### config.mk
export PLATFORM = sky130hd
export DESIGN_NAME = rsca_cmd_fifo
export DESIGN_NICKNAME = d
export VERILOG_FILES = /design/src/rtl/rsca_pkg.sv /design/src/rtl/rsca_cmd_fifo.sv
export SDC_FILE = /design/constraint.sdc
export NUM_CORES = 1
export LEC_CHECK = 0
export ABC_AREA = 1
export BUFFER_PORTS_ARGS = -buffer_cell sky130_fd_sc_hd__buf_2
export CORE_ASPECT_RATIO = 0.8
export CORE_MARGIN = 10
export CORE_UTILIZATION = 40
export DETAILED_ROUTE_END_ITERATION = 16
export SKIP_CTS_REPAIR_TIMING = 1
export SYNTH_ARGS = -nofsm -noshare
export SYNTH_HDL_FRONTEND = slang
export SYNTH_SLANG_ARGS = --single-unit
export TNS_END_PERCENT = 50
### constraint.sdc
create_clock -name aclk -period 2.63 [get_ports aclk]
set_input_delay 0.263 -clock aclk [delete_from_list [all_inputs] [get_ports aclk]]
set_output_delay 0.263 -clock aclk [all_outputs]
set_load 0.005 [all_outputs]
### src/rtl/rsca_pkg.sv
// shared constants, request codes, command op codes and width helpers
// for the row span coverage accumulator; no dependencies
`default_nettype none

package rsca_pkg;

    // fixed field widths of the stream items
    localparam int REQ_W     = 2;
    localparam int X_W       = 19;
    localparam int COLUMN_W  = 10;
    localparam int PIX_W     = 8;
    localparam int ROW_CFG_W = 11;

    // default row geometry
    localparam int RSCA_ROW_PIXELS = 1024;
    localparam int RSCA_FRAC_BITS  = 8;
    localparam logic [ROW_CFG_W-1:0] ROW_WIDTH_RESET = 11'd1024;

    // memory word layout: eight pixels per word
    localparam int PPW       = 8;
    localparam int PPW_SHIFT = 3;

    // per column coverage gain and edge add width (0..51)
    localparam logic [PIX_W-1:0] COV_STEP = 8'h33;
    localparam int ADD_W = 6;

    // command queue depth
    localparam int CMD_FIFO_DEPTH = 4;

    // request codes on the input tuser
    localparam logic [REQ_W-1:0] REQ_SPAN  = 2'd0;
    localparam logic [REQ_W-1:0] REQ_READ  = 2'd1;
    localparam logic [REQ_W-1:0] REQ_CLEAR = 2'd2;

    // queued command kinds
    typedef enum logic [1:0] {
        OP_SPAN  = 2'd0,
        OP_READ  = 2'd1,
        OP_CLEAR = 2'd2
    } cmd_op_t;

    // number of memory words for a row
    function automatic int word_count(input int row_pixels);
        return (row_pixels + PPW - 1) >> PPW_SHIFT;
    endfunction

    // word index width, at least one bit
    function automatic int idx_width(input int row_pixels);
        int words;
        words = word_count(row_pixels);
        return (words > 1) ? $clog2(words) : 1;
    endfunction

    // column width: word index plus lane
    function automatic int col_width(input int row_pixels);
        return idx_width(row_pixels) + PPW_SHIFT;
    endfunction

    // packed command width: op, first, last, first and last edge adds, read column
    function automatic int cmd_width(input int row_pixels);
        return 2 + 2 * col_width(row_pixels) + 2 * ADD_W + COLUMN_W;
    endfunction

    // edge pixel add with saturation at full coverage
    function automatic logic [PIX_W-1:0] sat_add(input logic [PIX_W-1:0] pix,
                                                 input logic [ADD_W-1:0] add);
        logic [PIX_W:0] sum;
        sum = {1'b0, pix} + {{(PIX_W + 1 - ADD_W){1'b0}}, add};
        return sum[PIX_W] ? {PIX_W{1'b1}} : sum[PIX_W-1:0];
    endfunction

endpackage

`default_nettype wire

### src/rtl/rsca_cmd_fifo.sv
// short command queue between the span front end and the row back end
// depends on rsca_pkg for the queue depth
`default_nettype none

module rsca_cmd_fifo
    import rsca_pkg::*;
#(
    parameter int DATA_W = 32
) (
    input  wire logic              aclk,
    input  wire logic              aresetn,
    input  wire logic              push,
    input  wire logic [DATA_W-1:0] push_data,
    output logic                   full,
    input  wire logic              pop,
    output logic                   not_empty,
    output logic [DATA_W-1:0]      head_data
);

    localparam int PTR_W = $clog2(CMD_FIFO_DEPTH);
    localparam int CNT_W = $clog2(CMD_FIFO_DEPTH + 1);

    logic [DATA_W-1:0] slot_reg [CMD_FIFO_DEPTH];
    logic [PTR_W-1:0]  wr_ptr_reg, wr_ptr_next;
    logic [PTR_W-1:0]  rd_ptr_reg, rd_ptr_next;
    logic [CNT_W-1:0]  count_reg, count_next;

    assign full      = (count_reg == CNT_W'(CMD_FIFO_DEPTH));
    assign not_empty = (count_reg != '0);
    assign head_data = slot_reg[rd_ptr_reg];

    // pointer and fill count update
    always_comb begin
        wr_ptr_next = wr_ptr_reg;
        rd_ptr_next = rd_ptr_reg;
        count_next  = count_reg;
        if (push) begin
            wr_ptr_next = wr_ptr_reg + PTR_W'(1);
        end
        if (pop) begin
            rd_ptr_next = rd_ptr_reg + PTR_W'(1);
        end
        if (push && !pop) begin
            count_next = count_reg + CNT_W'(1);
        end else if (pop && !push) begin
            count_next = count_reg - CNT_W'(1);
        end
    end

    always_ff @(posedge aclk) begin
        if (!aresetn) begin
            wr_ptr_reg <= '0;
            rd_ptr_reg <= '0;
            count_reg  <= '0;
        end else begin
            wr_ptr_reg <= wr_ptr_next;
            rd_ptr_reg <= rd_ptr_next;
            count_reg  <= count_next;
        end
    end

    // slot storage
    always_ff @(posedge aclk) begin
        if (push) begin
            slot_reg[wr_ptr_reg] <= push_data;
        end
    end

endmodule

`default_nettype wire

# Yosys cells after proc, flatten, opt, wreduce, memory -nomap -nowiden
# Memories as Yosys holds them, arrays and structs flattened. A register that Yosys moved wholly into a read port is not among the register bits.
# Cells that the tools add are included.
# W data, S select, Z words.
# word_totals
register_bits	7
mem_count	1
input_bits	36
word_cells	21
out_inout_bits	34
ramBits	128
# classes
addsub	4
mux	6
reduce_logical	6
n_eq_ne	1
# memory_table
memory	words	width	rd	rd_ports_with_merged_regs	write_ports	line_no	rtl
slot_reg	4	32	1	1	1	rsca_cmd_fifo.sv:23	logic [DATA_W-1:0] slot_reg [CMD_FIFO_DEPTH];
# ops
cell	n
$mux W3	2
$add A2 B1 Y2 const B	2
$mux W2	2
$add A3 B1 Y3 const B	1
$eq A3 B3 Y1 const B	1
$reduce_bool A3 Y1	1
$sub A3 B1 Y3 const B	1
$logic_and A1 B1 Y1	2
$logic_not A1 Y1	2
$mux W1	2
$reduce_bool A2 Y1	1

# Depth between registers and ports, before layout
# depth
ltp_word	4
depth_mapped	10
mapped_depth_nobuf	10

# Worst setup path after synthesis
# OpenSTA, ideal clock, no wires.
# synth_path
path_type	reg2reg
startpoint	register wr_ptr_reg[0]
endpoint	memory slot_reg[2][0], enable pin
n_path_buf	0
arrival_ps	1222
period_less_slack_ps	1609
required_time_ps	2243
stages_incl_launch_ff	5
setup_slack_ps	1021
setup_ps	387
cell_sequence	dfxtp_1 -> inv_1 -> ha_1 -> nand2_1 -> inv_1
# synth_rtl
element	line_no	rtl
start: declaration	rsca_cmd_fifo.sv:24	logic [PTR_W-1:0] wr_ptr_reg, wr_ptr_next;
start signal: assignment	rsca_cmd_fifo.sv:56	wr_ptr_reg <= wr_ptr_next;
end: declaration	rsca_cmd_fifo.sv:23	
# Straight into the memory's write port.

==> metrics.txt <==
# TYPE chip_impl_metric gauge
chip_impl_info{name="cts-root-buf",value="sky130_fd_sc_hd__clkbuf_16"} 1
chip_impl_metric{name="grt_pass1_wl",unit="µm"} 17100
chip_impl_metric{name="synth_top_area_share",unit="%"} 73.6
chip_impl_metric{name="finish.cell_count_without_fillers",unit=""} 632
chip_impl_info{name="hold_path_class",value="in -> reg"} 1
chip_impl_metric{name="number_of_hold_slack_violations_in_the_final_timing_report",unit=""} 0
chip_impl_metric{name="timing.max_cap.violations",unit=""} 0
chip_impl_metric{name="synth-async-reset-ratio",unit="%"} 0
chip_impl_info{name="timing.critical_path.to_type",value="output port"} 1
chip_impl_metric{name="detail_route.iter0.violations",unit=""} 230
chip_impl_metric{name="drt-wirelength-per-cell",unit="µm"} 17.3
chip_impl_metric{name="route.vias.total",unit=""} 3111
chip_impl_metric{name="ioPinCount",unit=""} 70
chip_impl_metric{name="netlist_area",unit="µm²"} 5220
chip_impl_info{name="post-synth-top-area-cell",value="sky130_fd_sc_hd__edfxtp_1"} 1
chip_impl_metric{name="setup_viol",unit=""} 0
chip_impl_metric{name="path_clk_slew",unit="ps"} 50
chip_impl_info{name="synthMostInstantiatedCell",value="sky130_fd_sc_hd__edfxtp_1"} 1
chip_impl_info{name="startpoint_type",value="register"} 1
chip_impl_metric{name="synthesis.area_per_instance",unit="µm²"} 14.2
chip_impl_info{name="crit_type",value="reg -> out"} 1
chip_impl_metric{name="area_growth_syn_to_layout",unit="%"} 20.1
chip_impl_metric{name="worst_hold_slack",unit="ps"} 65.4
chip_impl_metric{name="critPathRequiredTime",unit="ps"} 2370
chip_impl_metric{name="number_of_flip_flops_under_the_largest_register_name",unit=""} 128
chip_impl_metric{name="final_max_slew_viol_count",unit=""} 0
chip_impl_metric{name="wl",unit="µm"} 11000
chip_impl_metric{name="yosysWarningCount",unit=""} 0
chip_impl_info{name="synth.top_cells.by_count",value="sky130_fd_sc_hd__edfxtp_1, sky130_fd_sc_hd__nor2_1, sky130_fd_sc_hd__o21ai_0"} 1
chip_impl_metric{name="numCtsBuffers",unit=""} 17
chip_impl_metric{name="finClkSkew",unit="ps"} 4.91
chip_impl_metric{name="path_max_fanout",unit=""} 32
chip_impl_info{name="tritoncts",value="yes"} 1
chip_impl_metric{name="globalplace.congestion",unit=""} 0.693
chip_impl_info{name="grt_setup_unrepaired",value="no"} 1
chip_impl_metric{name="tightestPinTransition",unit="ps"} 825
chip_impl_metric{name="overall_routing_resource_usage",unit="%"} 12.4
chip_impl_metric{name="r2r.worst_path.cells",unit=""} 4
chip_impl_metric{name="vdd_ir_drop_max",unit="mV"} 0.588
chip_impl_metric{name="post-place-cells",unit=""} 600
chip_impl_metric{name="route.antenna.remaining_nets",unit=""} 0
chip_impl_metric{name="grt_start_max_net_pins",unit=""} 65
chip_impl_metric{name="start_util",unit="%"} 40.7
chip_impl_metric{name="worst_skew_pair_later_pin_latency",unit="ps"} 400
chip_impl_metric{name="number_of_cells_produced_by_synthesis",unit=""} 368
chip_impl_metric{name="antenna_cells_inserted",unit=""} 0
chip_impl_metric{name="place.detailed.hpwl",unit="µm"} 6620
chip_impl_metric{name="detailedRoute.firstPassIterationCount",unit=""} 4
chip_impl_metric{name="fin_crit_sh",unit="%"} 83.0
chip_impl_metric{name="htree_levels",unit=""} 4
chip_impl_metric{name="peak_clock_frequency_supported_by_timing",unit="GHz"} 0.458
chip_impl_metric{name="setup_total_negative_slack",unit="ps"} 0
chip_impl_metric{name="arrival_time_at_the_worst_endpoint",unit="ps"} 1920
chip_impl_metric{name="first_global_vias",unit=""} 3207
chip_impl_metric{name="layout-drive-gt1-share",unit="%"} 23.2
chip_impl_metric{name="synth.distinct_cells",unit=""} 20
chip_impl_metric{name="synth_sequential_area_ratio",unit="%"} 77.0
chip_impl_metric{name="nNetsFinal",unit=""} 486
chip_impl_metric{name="floorplan.die.width",unit="µm"} 148
chip_impl_metric{name="min_path_cells",unit=""} 1
chip_impl_metric{name="layout_min_cycle_time",unit="ps"} 2180
chip_impl_metric{name="die_area",unit="µm²"} 18100
chip_impl_metric{name="post_detailed_route_via_to_cell_ratio",unit=""} 4.92
chip_impl_info{name="ys_top_cells_by_area",value="sky130_fd_sc_hd__edfxtp_1, sky130_fd_sc_hd__nor2_1, sky130_fd_sc_hd__o21ai_0, sky130_fd_sc_hd__o22ai_1, sky130_fd_sc_hd__dfxtp_1"} 1
chip_impl_metric{name="postSynthRegisterBits",unit=""} 137
chip_impl_metric{name="synth-edff-count",unit=""} 128
chip_impl_metric{name="totalPowerFinal",unit="mW"} 5.31
chip_impl_metric{name="drcViolationCount",unit=""} 0
chip_impl_metric{name="grt_antenna_before_repair",unit=""} 0
chip_impl_metric{name="leakagePower",unit="nW"} 2.27
chip_impl_metric{name="power-per-cell-area",unit="nW/µm²"} 846
chip_impl_metric{name="grt_remaining_overflow",unit=""} 0
chip_impl_metric{name="fp-row-count",unit=""} 37
chip_impl_metric{name="tritoncts_num_sinks",unit=""} 137
chip_impl_metric{name="die_height",unit="µm"} 122
chip_impl_info{name="ys_dominant_reg_cell",value="sky130_fd_sc_hd__edfxtp_1"} 1
chip_impl_metric{name="maximum_clock_insertion_buffer_count",unit=""} 2
chip_impl_metric{name="synthesis.nets",unit=""} 410
chip_impl_metric{name="io_buffer_count",unit=""} 69
chip_impl_metric{name="core_area",unit="µm²"} 12800
chip_impl_info{name="run_status",value="completed"} 1
chip_impl_metric{name="max-slew-margin-rel",unit="%"} 44.9
worst max-delay path: stages, from the launching register on:
cell and delay, ps:
sky130_fd_sc_hd__dfxtp_1 430, sky130_fd_sc_hd__inv_2 520, sky130_fd_sc_hd__o21ai_1 140, sky130_fd_sc_hd__o22ai_1 240, sky130_fd_sc_hd__buf_2 180
stage by stage:
| stage | setup slack [ps] | utilization (%) | instance area (µm²) |
|---|---|---|---|
| 6_report | 447 | 48.9 | 6270 |
| 5_1_grt | 245 | 48.9 | 6270 |
| 4_1_cts | 392 | 48.9 | 6270 |
| 3_5_place_dp | 822 | 44.3 | 5680 |
| 3_3_place_gp | 874 | 44.3 | 5680 |
| 2_1_floorplan | 1020 | - | 5220 |
path summary, 6_finish.rpt:
check	endpoint	start	slack, ps
max	head_data[20]	register	450
min	slot_reg[1][22]	push_data[22]	70
max reg2reg	slot_reg[2][0]	wr_ptr_reg[0]	1020
min reg2reg	rd_ptr_reg[1]	rd_ptr_reg[1]	450
cell families after synthesis:
logic type / synth area share, %
buffers and inverters: 4.38
adders and majority gates: 1.58
and+or+nand+nor: 6.06
AOI/OAI and AO/OA: 10.9
DFF: 77.0
cells in the final DEF (no fill, tap or decap):
| cell | n |
|---|---|
| sky130_fd_sc_hd__buf_4 | 7 |
| sky130_fd_sc_hd__clkinv_2 | 4 |
| sky130_fd_sc_hd__o22ai_1 | 32 |
| sky130_fd_sc_hd__edfxtp_1 | 128 |
| sky130_fd_sc_hd__inv_2 | 3 |
| sky130_fd_sc_hd__dfxtp_2 | 1 |
| sky130_fd_sc_hd__nand4_1 | 1 |
| sky130_fd_sc_hd__o21ai_1 | 28 |
| sky130_fd_sc_hd__nand3_1 | 1 |
| sky130_fd_sc_hd__ha_1 | 5 |
| sky130_fd_sc_hd__clkbuf_1 | 3 |
| sky130_fd_sc_hd__buf_2 | 69 |
| sky130_fd_sc_hd__o21ai_0 | 42 |
| sky130_fd_sc_hd__inv_8 | 1 |
| sky130_fd_sc_hd__clkbuf_16 | 17 |
| sky130_fd_sc_hd__fa_1 | 1 |
| sky130_fd_sc_hd__inv_1 | 11 |
| sky130_fd_sc_hd__dfxtp_1 | 8 |
| sky130_fd_sc_hd__nor3_1 | 1 |
| sky130_fd_sc_hd__nand2_1 | 10 |
| sky130_fd_sc_hd__clkinv_1 | 6 |
| sky130_fd_sc_hd__a21oi_1 | 4 |
| sky130_fd_sc_hd__nor2_1 | 70 |
| sky130_fd_sc_hd__bufinv_16 | 4 |
layer usage:
| metal | up-vias | share of wire (%) | global-route usage, % | wire, µm |
|---|---|---|---|---|
| met4 | 0 | 0.55 | 3.71 | 60 |
| li1 | 1518 | - | - | - |
| met1 | 1513 | 48 | 15.8 | 5270 |
| met5 | - | 0 | 0 | 0 |
| met3 | 5 | 4.6 | 4.48 | 505 |
| met2 | 75 | 47 | 19.5 | 5130 |
report_power, final:
group / switching, mW / internal [mW]
clock: 0.811 / 1.56
sequential: 0.0353 / 2.49
combinational: 0.263 / 0.149
total: 1.11 / 4.20
cell type report:
| type | instances | area (µm²) |
|---|---|---|
| sequential | 137 | 4030 |
| inverter | 17 | 71.3 |
| clock inverter | 12 | 155 |
| clock buffer | 20 | 437 |
| tap | 175 | 219 |
| fill | 1127 | 6550 |
| multi-input combinational | 195 | 970 |
| timing repair buffer | 76 | 398 |
Note: power is estimated with default switching activity, not from simulation.
