==> src/rtl/rsca_pkg.sv <==
// shared constants, request codes, command op codes and width helpers
// for the row span coverage accumulator; no dependencies
`default_nettype none

package rsca_pkg;

    // fixed field widths of the stream items
    localparam int REQ_W     = 2;
    localparam int X_W       = 19;
    localparam int COLUMN_W  = 10;
    localparam int PIX_W     = 8;
    localparam int ROW_CFG_W = 11;

    // default row geometry
    localparam int RSCA_ROW_PIXELS = 1024;
    localparam int RSCA_FRAC_BITS  = 8;
    localparam logic [ROW_CFG_W-1:0] ROW_WIDTH_RESET = 11'd1024;

    // memory word layout: eight pixels per word
    localparam int PPW       = 8;
    localparam int PPW_SHIFT = 3;

    // per column coverage gain and edge add width (0..51)
    localparam logic [PIX_W-1:0] COV_STEP = 8'h33;
    localparam int ADD_W = 6;

    // command queue depth
    localparam int CMD_FIFO_DEPTH = 4;

    // request codes on the input tuser
    localparam logic [REQ_W-1:0] REQ_SPAN  = 2'd0;
    localparam logic [REQ_W-1:0] REQ_READ  = 2'd1;
    localparam logic [REQ_W-1:0] REQ_CLEAR = 2'd2;

    // queued command kinds
    typedef enum logic [1:0] {
        OP_SPAN  = 2'd0,
        OP_READ  = 2'd1,
        OP_CLEAR = 2'd2
    } cmd_op_t;

    // number of memory words for a row
    function automatic int word_count(input int row_pixels);
        return (row_pixels + PPW - 1) >> PPW_SHIFT;
    endfunction

    // word index width, at least one bit
    function automatic int idx_width(input int row_pixels);
        int words;
        words = word_count(row_pixels);
        return (words > 1) ? $clog2(words) : 1;
    endfunction

    // column width: word index plus lane
    function automatic int col_width(input int row_pixels);
        return idx_width(row_pixels) + PPW_SHIFT;
    endfunction

    // packed command width: op, first, last, first and last edge adds, read column
    function automatic int cmd_width(input int row_pixels);
        return 2 + 2 * col_width(row_pixels) + 2 * ADD_W + COLUMN_W;
    endfunction

    // edge pixel add with saturation at full coverage
    function automatic logic [PIX_W-1:0] sat_add(input logic [PIX_W-1:0] pix,
                                                 input logic [ADD_W-1:0] add);
        logic [PIX_W:0] sum;
        sum = {1'b0, pix} + {{(PIX_W + 1 - ADD_W){1'b0}}, add};
        return sum[PIX_W] ? {PIX_W{1'b1}} : sum[PIX_W-1:0];
    endfunction

endpackage

`default_nettype wire

==> src/rtl/rsca_front.sv <==
// request front end: classifies beats, drops void spans and unused request codes,
// works out span edge columns and edge coverage adds; depends on rsca_pkg
`default_nettype none

module rsca_front
    import rsca_pkg::*;
#(
    parameter int ROW_PIXELS = RSCA_ROW_PIXELS,
    parameter int FRAC_BITS  = RSCA_FRAC_BITS
) (
    input  wire logic                           s_valid,
    output logic                                s_ready,
    input  wire logic [REQ_W-1:0]               req_type,
    input  wire logic signed [X_W-1:0]          start_x,
    input  wire logic signed [X_W-1:0]          end_x,
    input  wire logic [COLUMN_W-1:0]            column,
    input  wire logic [ROW_CFG_W-1:0]           row_width,
    output logic                                push,
    output logic [cmd_width(ROW_PIXELS)-1:0]    push_data,
    input  wire logic                           queue_full
);

    localparam int COL_W  = col_width(ROW_PIXELS);
    localparam int WEFF_W = $clog2(ROW_PIXELS + 1);
    localparam int LIM_W  = WEFF_W + FRAC_BITS + 1;
    localparam int CALC_W = ((LIM_W > X_W) ? LIM_W : X_W) + 1;
    localparam int COV_W  = FRAC_BITS + 1;
    localparam int PROD_W = FRAC_BITS + 7;

    typedef struct packed {
        cmd_op_t              op;
        logic [COL_W-1:0]     first_col;
        logic [COL_W-1:0]     last_col;
        logic [ADD_W-1:0]     add_first;
        logic [ADD_W-1:0]     add_last;
        logic [COLUMN_W-1:0]  column;
    } cmd_t;

    logic [WEFF_W-1:0]        w_eff;
    logic signed [CALC_W-1:0] s_w, e_w, w_w, lim_w;
    logic signed [CALC_W-1:0] s_col, e_col, first_w, last_w;
    logic                     s_neg, last_clamp, span_void;
    logic [COV_W-1:0]         unit_cov, s_frac, e_frac, e_rel_first, c_first, c_last;
    logic [PROD_W-1:0]        prod_first, prod_last;
    logic                     keep;
    cmd_t                     cmd;

    // row width in use, limited to 1..ROW_PIXELS
    always_comb begin
        if (row_width == '0) begin
            w_eff = WEFF_W'(1);
        end else if (32'(row_width) > ROW_PIXELS) begin
            w_eff = WEFF_W'(ROW_PIXELS);
        end else begin
            w_eff = WEFF_W'(row_width);
        end
    end

    // span bounds in a common signed width
    assign s_w   = CALC_W'(start_x);
    assign e_w   = CALC_W'(end_x);
    assign w_w   = $signed(CALC_W'(w_eff));
    assign lim_w = $signed(CALC_W'(w_eff) << FRAC_BITS);
    assign s_neg = start_x[X_W-1];
    assign s_col = s_w >>> FRAC_BITS;
    assign e_col = e_w >>> FRAC_BITS;

    assign span_void  = (s_w >= lim_w) || end_x[X_W-1] || (e_w < s_w);
    assign first_w    = s_neg ? '0 : s_col;
    assign last_clamp = (e_col >= w_w);
    assign last_w     = last_clamp ? (w_w - CALC_W'(1)) : e_col;

    // fractional coverage of the first and last edge columns
    assign unit_cov    = COV_W'(1) << FRAC_BITS;
    assign s_frac      = s_neg ? '0 : {1'b0, start_x[FRAC_BITS-1:0]};
    assign e_frac      = {1'b0, end_x[FRAC_BITS-1:0]};
    assign e_rel_first = (e_col > first_w) ? unit_cov : e_frac;
    assign c_first     = e_rel_first - s_frac;
    assign c_last      = last_clamp ? unit_cov : e_frac;

    // coverage times 51, scaled back down
    assign prod_first = PROD_W'(c_first) * PROD_W'(COV_STEP);
    assign prod_last  = PROD_W'(c_last) * PROD_W'(COV_STEP);

    // classify the beat
    always_comb begin
        cmd.op        = OP_SPAN;
        cmd.first_col = COL_W'(first_w);
        cmd.last_col  = COL_W'(last_w);
        cmd.add_first = prod_first[FRAC_BITS+ADD_W-1:FRAC_BITS];
        cmd.add_last  = prod_last[FRAC_BITS+ADD_W-1:FRAC_BITS];
        cmd.column    = column;
        keep          = 1'b0;
        case (req_type)
            REQ_SPAN: begin
                keep = !span_void;
            end
            REQ_READ: begin
                cmd.op = OP_READ;
                keep   = 1'b1;
            end
            REQ_CLEAR: begin
                cmd.op = OP_CLEAR;
                keep   = 1'b1;
            end
            default: begin
                keep = 1'b0;
            end
        endcase
    end

    assign s_ready   = !queue_full;
    assign push      = s_valid && !queue_full && keep;
    assign push_data = cmd;

endmodule

`default_nettype wire

==> config.mk <==
export PLATFORM = sky130hd
export DESIGN_NAME = rsca_front
export DESIGN_NICKNAME = d
export VERILOG_FILES = /design/src/rtl/rsca_pkg.sv /design/src/rtl/rsca_front.sv
export SDC_FILE = /design/constraint.sdc
export NUM_CORES = 1
export LEC_CHECK = 0
export ABC_AREA = 1
export BUFFER_PORTS_ARGS = -buffer_cell sky130_fd_sc_hd__buf_2
export CORE_UTILIZATION = 57
export DETAILED_ROUTE_END_ITERATION = 8
export GPL_ROUTABILITY_DRIVEN = 0
export PLACE_DENSITY = 0.95
export RECOVER_POWER = 100
export SLEW_MARGIN = 20
export SYNTH_ARGS = -nofsm -noshare
export SYNTH_HDL_FRONTEND = slang
export SYNTH_SLANG_ARGS = --single-unit
==> constraint.sdc <==
create_clock -name vclk -period 8.8
set_input_delay 1.76 -clock vclk [all_inputs]
set_output_delay 1.76 -clock vclk [all_outputs]
set_load 0.05 [all_outputs]
# == After elaboration in Yosys (flattened, before gate mapping) ==
# Index checks and enable logic that the tools add are counted.
# totals
ff_bits,0
latch_bits,0
ramBits,0
romBits,0
in_bits,63
out_inout_bits,46
word_cells,29
memories,0
# classes
addsub,2
n_mul,2
n_div,0
magnitude_cmp,5
eq_ne,2
shifts,0
muxes,9
n_bitwise,0
n_reduce_logical,9
# op_table
op,count
"9-bit by 6-bit multiplier with 14-bit output, second input constant",2
11-bit 2-to-1 mux,2
19-bit by 20-bit greater-or-equal comparator with 1-bit output,1
10-bit 2-to-1 mux,2
19-bit < comparator,1
9-bit 2-to-1 mux,2
11-bit by 12-bit greater-or-equal comparator with 1-bit output,1
11-bit > comparator,1
"11-bit > comparator, second input constant",1
11-bit logical NOT,1
"10-bit by 1-bit subtractor with 10-bit output, second input constant",1
9-bit by 8-bit subtractor with 9-bit output,1
8-bit 2-to-1 mux,1
2-bit case mux with 2 select lines,1
"2-bit by 1-bit equality test with 1-bit output, second input constant",1
"2-bit equality test, second input constant",1
1-bit logical AND,2
1-bit logical NOT,2
2-bit logical NOT,1
1-bit logical OR,2
1-bit case mux with 2 select lines,1
2-bit OR reduction,1

# == Logic depth before layout (Yosys ltp) ==
# Gate-level depths: netlist of the first run.
# depth
word_depth,9
depth_mapped,31
ltp_nobuf,31

# == Worst setup path before layout of the first run ==
# No wires, ideal clock.
# synth_path
kind,input -> output
from,in start_x[18]
to,out push_data[19]
arrival_time_ns,7.930
required_ns,7.040
slack_ns,-0.890
stages,27
path_buffers,1
cell_sequence,clkbuf_1 -> nor2_1 -> inv_1 -> ha_1 -> nand2_1 -> nor4_1 -> nand3_1 -> nand3_2 -> nand2_1 -> ha_1 -> fa_1 -> nand3b_1 -> nand2_1 -> nand2_1 -> nand2_1 -> a21oi_1 -> xor2_1 -> inv_1 -> ha_1 -> fa_1 -> fa_1 -> ha_1 -> nand2_1 -> o21ai_0 -> a21oi_1 -> o21bai_1 -> xor2_1
# synth_via
elab_chain_len,5
word_cells_on_any_way,6
cone_classes,1 x add/sub; 1 x mul; 1 x order compare; 3 x mux
# synth_rtl
element,line_no,source
"start, declared",rsca_front.sv:14,"input wire logic signed [X_W-1:0] start_x,"
10-bit 2-to-1 mux,rsca_front.sv:69,assign first_w = s_neg ? '0 : s_col;
named net push_data[40],rsca_front.sv:19,"output logic [cmd_width(ROW_PIXELS)-1:0] push_data,"
11-bit > comparator,rsca_front.sv:77,assign e_rel_first = (e_col > first_w) ? unit_cov : e_frac;
9-bit 2-to-1 mux,rsca_front.sv:77,
9-bit by 8-bit subtractor with 9-bit output,rsca_front.sv:78,assign c_first = e_rel_first - s_frac;
9-bit by 6-bit multiplier with 14-bit output,rsca_front.sv:82,assign prod_first = PROD_W'(c_first) * PROD_W'(COV_STEP);
"end, declared",rsca_front.sv:19,
# The timed path passes the listed nets, and every way through them passes these cells.

# == Worst setup path after layout of the first run ==
# layout_path
from,in start_x[13]
to,out push_data[21]
# layout_via
elab_chain_len,5
# layout_rtl
element,line_no
10-bit 2-to-1 mux,rsca_front.sv:69
11-bit > comparator,rsca_front.sv:77
9-bit 2-to-1 mux,rsca_front.sv:77
9-bit by 8-bit subtractor with 9-bit output,rsca_front.sv:78
9-bit by 6-bit multiplier with 14-bit output,rsca_front.sv:82
# No other way between the ends.

==> results.json, run 1 <==
{
  "yosys_warnings": 0,
  "p_leak_nw": 3.207,
  "grt_overflow": 0,
  "yosysSeqAreaShare_pct": 0,
  "start_util_pct": 59.57,
  "design.seq.count": 0,
  "power.switching_mw": 1.570,
  "cpMostUsedCell": "inv_1",
  "violations": "setup timing",
  "cp_data_arrival_time_ns": 7.69,
  "power.total_mw": 2.563,
  "switching_share_pct": 61.28,
  "wl_per_cell_um": 17.59,
  "syn2layout_area_growth_pct": 34.07,
  "antenna_found_initial": 0,
  "synth_xor_area_share_pct": 3.610,
  "setup_slack_ns": -0.6455,
  "post-route-period-util_pct": 107.3,
  "drtPass1Iterations": 5,
  "relSlewSlack_pct": 56.17,
  "synth_area_um2": 4367,
  "synthDistinctLibCells": 45,
  "via_per_inst": 5.946,
  "syn_nets": 864,
  "fin_tns_setup_ns": -2.873,
  "internal-power_mw": 0.9923,
  "layout_min_cycle_time_ns": 9.446,
  "powerDensity_nw_per_um2": 437.8,
  "hold_viol_final": 0,
  "fmax_ghz": 0.1059,
  "multi_input_area_um2": 4329,
  "placed_cell_area_um2": 5320,
  "critPathLaunch": "start_x[13]",
  "worstPathRequired_ns": 7.04,
  "die_w_um": 89.53,
  "final_layout_size_suffix_gt1_share_pct": 30.38,
  "outcome": "finished, violations left",
  "stdcell_count": 889,
  "fillCellCount": 469,
  "synth-simple-area-share_pct": 28.31,
  "fin_nets": 988,
  "fin_area_um2": 5854,
  "critPathKind": "in2out",
  "irDropWorstVdd_v": 0.0003390,
  "dp_cells": 881,
  "grt_pass1_vias": 4949,
  "place_ws_ns": -0.3364,
  "clock_buffers": 0,
  "crit_slowest_cell": "fa_1",
  "num_rows": 31,
  "antenna_cells": 0,
  "avgSynthCellArea_um2": 6.537,
  "share_comb_of_total_power_pct": 100.0,
  "ant_nets": 0,
  "dpl.hpwl_um": 10600,
  "seq_area_um2": 0,
  "synth_compound_area_share_pct": 11.52,
  "chipHeight_um": 89.53,
  "drc_errors": 0,
  "grt_first_pass_wirelength_um": 20390,
  "crit_path_end_kind": "primary output",
  "syn_inst": 668,
  "synth-adder-area-share_pct": 41.38,
  "grt_max_degree": 17,
  "drt_iter0_markers": 492,
  "ios": 109,
  "tightest_slew_ns": 0.6603,
  "hp-start": "column[0]",
  "slew_violations": 0,
  "power.share.sequential_pct": 0,
  "via_count": 5286,
  "crit_fanout": 6,
  "die-area_um2": 8015,
  "start_kind": "primary input",
  "maxCapViolations": 0,
  "place.port_buffers": 89,
  "clockPowerShare_pct": 0,
  "finalSetupViolCount": 6,
  "core_area_um2": 7331,
  "synthMuxAreaShare_pct": 0,
  "hold_class": "in2out",
  "critPathMaxStageDelay_ns": 0.55,
  "synth_top_family_by_area": "adder cells",
  "wirelength_um": 15640,
  "track_usage_pct": 31.85,
  "rsz0062_at_grt": "true"
}
[cell type report]
type / count / area share (%)
multi-input combinational: 509 / 73.95
timing repair buffer: 135 / 14.55
inverter: 146 / 9.382
tap: 99 / 2.116
[what timing repair did]
action / CTS / global route
gates resized for setup: 18 / 97
pin swaps: 7 / 47
hold buffers: 0 / 0
setup buffers: 1 / 6
endpoints found under the hold margin: 0 / 0
setup endpoints to repair: 6 / 9
cloned: 0 / 1
[cells in the final DEF (no fill, tap or decap), types with 3 or more instances in the layout]
cell type	n
o21ai_0	13
ha_4	17
xor2_4	3
inv_2	15
buf_4	46
nand2_1	125
nand4_1	10
fa_1	18
inv_1	130
nand2_4	6
a21oi_1	32
o21ai_1	7
nor2_2	18
xor2_1	5
buf_6	4
xnor2_1	8
a21oi_4	3
a21o_1	3
clkbuf_1	23
clkbuf_2	5
nor2_4	16
nor2_1	38
o21bai_1	3
ha_1	97
buf_2	52
nand3_1	26
nand2_2	17
a21oi_2	7
[synth_stat cells (all sizes together), types with 2 or more instances]
| cell type | n | area share (%) |
|---|---|---|
| o2111ai | 3 | 0.60 |
| nand2 | 148 | 13 |
| nand3 | 30 | 4.0 |
| buf | 12 | 2.4 |
| a21oi | 42 | 4.9 |
| fa | 19 | 8.7 |
| a31oi | 3 | 0.72 |
| xor2 | 9 | 1.8 |
| or2 | 3 | 0.43 |
| nor3 | 4 | 0.46 |
| o21ai | 23 | 2.9 |
| nor2 | 72 | 7.4 |
| nand3b | 2 | 0.34 |
| ha | 114 | 33 |
| a21o | 3 | 0.52 |
| inv | 145 | 12 |
| o21bai | 4 | 0.69 |
| nand4 | 11 | 1.9 |
| and2 | 2 | 0.29 |
| xnor2 | 9 | 1.8 |
[power groups by stage]
stage / registers, mW / logic [mW] / clock network [mW]
floorplan: 0 / 1.54 / 0
finish: 0 / 2.56 / 0
CTS: 0 / 2.10 / 0
global route: 0 / 2.74 / 0
global placement: 0 / 1.91 / 0
detailed placement: 0 / 1.97 / 0
[routing by layer]
metal	global-route usage, %	wire length (um)	part of all wire, %	up-vias
li1	-	-	-	2371
met1	34.61	5319	34	2401
met2	61.07	7517	48	345
met3	3.139	1372	8.8	169
met4	15.87	1426	9.1	0
met5	0	0	0	-
[worst paths after layout]
path                             to  depth (start not counted)
worst min-delay path   push_data[0]                          0
worst max-delay path  push_data[21]                         32
[worst max-delay path, delay by kind of cell]
kind / cells / cell delay (ns)
AND/OR/NAND/NOR: 15 / 2.46
buffers and inverters: 9 / 0.88
AO/OA/AOI/OAI: 1 / 0.14
adder cells (fa/ha/maj): 5 / 1.99
XOR/XNOR: 2 / 0.43
[logic make-up (layout without fill, tap and decap cells)]
logic type	count (synthesis)	in the layout
and+or+nand+nor	274	274
adders and majority gates	133	133
xor gates and xnor gates	18	18
AOI/OAI and AO/OA	83	83
buffers and inverters	159	281
other	1	1
[metrics by stage]
step           hold WS [ns]  util, %
2_1_floorplan         3.581        -
3_3_place_gp          3.520    72.57
3_5_place_dp          3.520    72.57
4_1_cts               3.520    73.78
5_1_grt               3.520    79.86
6_report              3.520    79.86
(Power assumes the default switching activity.)
==> inputs of run 2 (changes only) <==
--- a/config.mk
+++ b/config.mk
@@ -7,10 +7,10 @@
 export LEC_CHECK = 0
 export ABC_AREA = 1
 export BUFFER_PORTS_ARGS = -buffer_cell sky130_fd_sc_hd__buf_2
-export CORE_UTILIZATION = 57
+export CORE_UTILIZATION = 30
 export DETAILED_ROUTE_END_ITERATION = 8
 export GPL_ROUTABILITY_DRIVEN = 0
-export PLACE_DENSITY = 0.95
+export PLACE_DENSITY = 0.63
 export RECOVER_POWER = 100
 export SLEW_MARGIN = 20
 export SYNTH_ARGS = -nofsm -noshare
==> constraint.sdc (replaced) <==
create_clock -name vclk -period 8.6
set_input_delay 1.72 -clock vclk [all_inputs]
set_output_delay 1.72 -clock vclk [all_outputs]
set_load 0.05 [all_outputs]
==> run 2 against run 1 <==
Compared with the run above: the run now ends clean; critical endpoint unchanged; count of clock-buffer cells in the layout did not move; sequential share of layout area did not move; combinational power rose by 2%; global-route usage fell by 16 points; via count fell by 13%.
==> results.json, run 2 (synthesized netlist as in run 1, its figures left out) <==
{
  "via_per_inst": 4.538,
  "outcome": "finished clean",
  "worstPathRequired_ns": 6.88,
  "start_util_pct": 31.10,
  "fmax_ghz": 0.1167,
  "cp_data_arrival_time_ns": 6.85,
  "grt_overflow": 0,
  "cpMostUsedCell": "nand2_1",
  "dpl.hpwl_um": 10920,
  "wl_met2_um": 6458,
  "drt_iter0_markers": 101,
  "hold_class": "in2out",
  "fillCellCount": 1449,
  "drc_errors": 0,
  "antenna_cells": 0,
  "critPathMaxStageDelay_ns": 0.53,
  "postCtsHoldBufs": 0,
  "final_layout_size_suffix_gt1_share_pct": 34.38,
  "tightest_slew_ns": 0.6046,
  "wl_per_cell_um": 12.40,
  "powerDensity_nw_per_um2": 412.6,
  "relSlewSlack_pct": 59.87,
  "finalSetupViolCount": 0,
  "wl_met3_um": 191,
  "chipHeight_um": 122.6,
  "core_area_um2": 14040,
  "seq_area_um2": 0,
  "grt_pass1_vias": 4462,
  "design.seq.count": 0,
  "p_leak_nw": 3.409,
  "ant_nets": 0,
  "crit_path_end_kind": "primary output",
  "place.port_buffers": 89,
  "placed_cell_area_um2": 5782,
  "grt_max_degree": 18,
  "antenna_found_initial": 0,
  "drtPass1Iterations": 4,
  "dr.max_layer_used": "met4",
  "wirelength_um": 12550,
  "clock_buffers": 0,
  "grt_first_pass_wirelength_um": 19780,
  "start_kind": "primary input",
  "final_common_cell": "inv_1",
  "via_count": 4592,
  "layout_min_cycle_time_ns": 8.572,
  "die_w_um": 122.6,
  "crit_slowest_cell": "fa_1",
  "layout_common_cells": "inv_1 (129), nand2_1 (124), ha_1 (94)",
  "crit_end": "push_data[21]",
  "syn2layout_area_growth_pct": 45.16,
  "die-area_um2": 15040,
  "critPathLaunch": "start_x[18]",
  "fin_nets": 1030,
  "critPathKind": "in2out",
  "slew_violations": 0,
  "fin_area_um2": 6339,
  "ios": 109,
  "post-route-period-util_pct": 99.67,
  "rsz0062_at_grt": "true",
  "irDropWorstVdd_v": 0.0008053,
  "track_usage_pct": 16.14,
  "wl_met1_um": 5744,
  "crit_fanout": 7,
  "hold_viol_final": 0,
  "num_rows": 43,
  "power.total_mw": 2.615,
  "maxCapViolations": 0
}
==> run 2: layout make-up <==
type	instances	area, um^2	area share (%)
inverters	146	549.3	8.666
well taps	180	225.2	3.553
repair buffers	177	1176	18.56
multi-input cells	509	4388	69.23
==> run 2: repair_timing <==
item,CTS,global route
resized for setup,21,90
endpoints found under the setup margin,6,8
endpoints found under the hold margin,0,0
gates cloned,0,0
buffers inserted,1,7
pin swaps,13,53
==> run 2: metal layers <==
| layer | GRT usage [%] | vias to the layer above |
|---|---|---|
| li1 | - | 2458 |
| met1 | 20.03 | 2066 |
| met2 | 31.04 | 55 |
| met3 | 0.6041 | 13 |
| met4 | 2.287 | 0 |
| met5 | 0 | - |
==> run 2: worst min path at each step <==
stage / cells after the start / from / end
after CTS: 0 / column[2] / push_data[2]
final: 0 / column[1] / push_data[1]
after global routing: 0 / column[9] / push_data[9]
after global placement: 0 / column[2] / push_data[2]
after floorplan: 1 / start_x[18] / push_data[34]
after detailed placement: 0 / column[2] / push_data[2]
==> run 2: stage by stage <==
stage / TNS (ns) / hold WS, ns / util [%] / setup WS [ns] / cells
2_1_floorplan: -0.01508 / 3.501 / - / -0.01444 / 668
3_3_place_gp: -1.272 / 3.440 / 41.17 / -0.2621 / 1004
3_5_place_dp: -2.014 / 3.440 / 41.17 / -0.3685 / 1004
4_1_cts: 0 / 3.440 / 41.99 / 0.001273 / 1005
5_1_grt: -1.218 / 3.440 / 45.14 / -0.2694 / 1012
6_report: 0 / 3.440 / 45.14 / 0.02849 / 1012
==> run 2: where the power goes <==
part	total [mW]	switching, mW	internal (mW)
Combinational	2.62	1.52	1.10
Clock	0	0	0
Sequential	0	0	0
==> run 2: critical path: cells and delay by family <==
kind,cells,cell delay [ns]
compound gates,7,0.99
xor+xnor,1,0.24
fa+ha+maj,6,2.15
buf+inv,8,0.78
simple gates,9,0.97
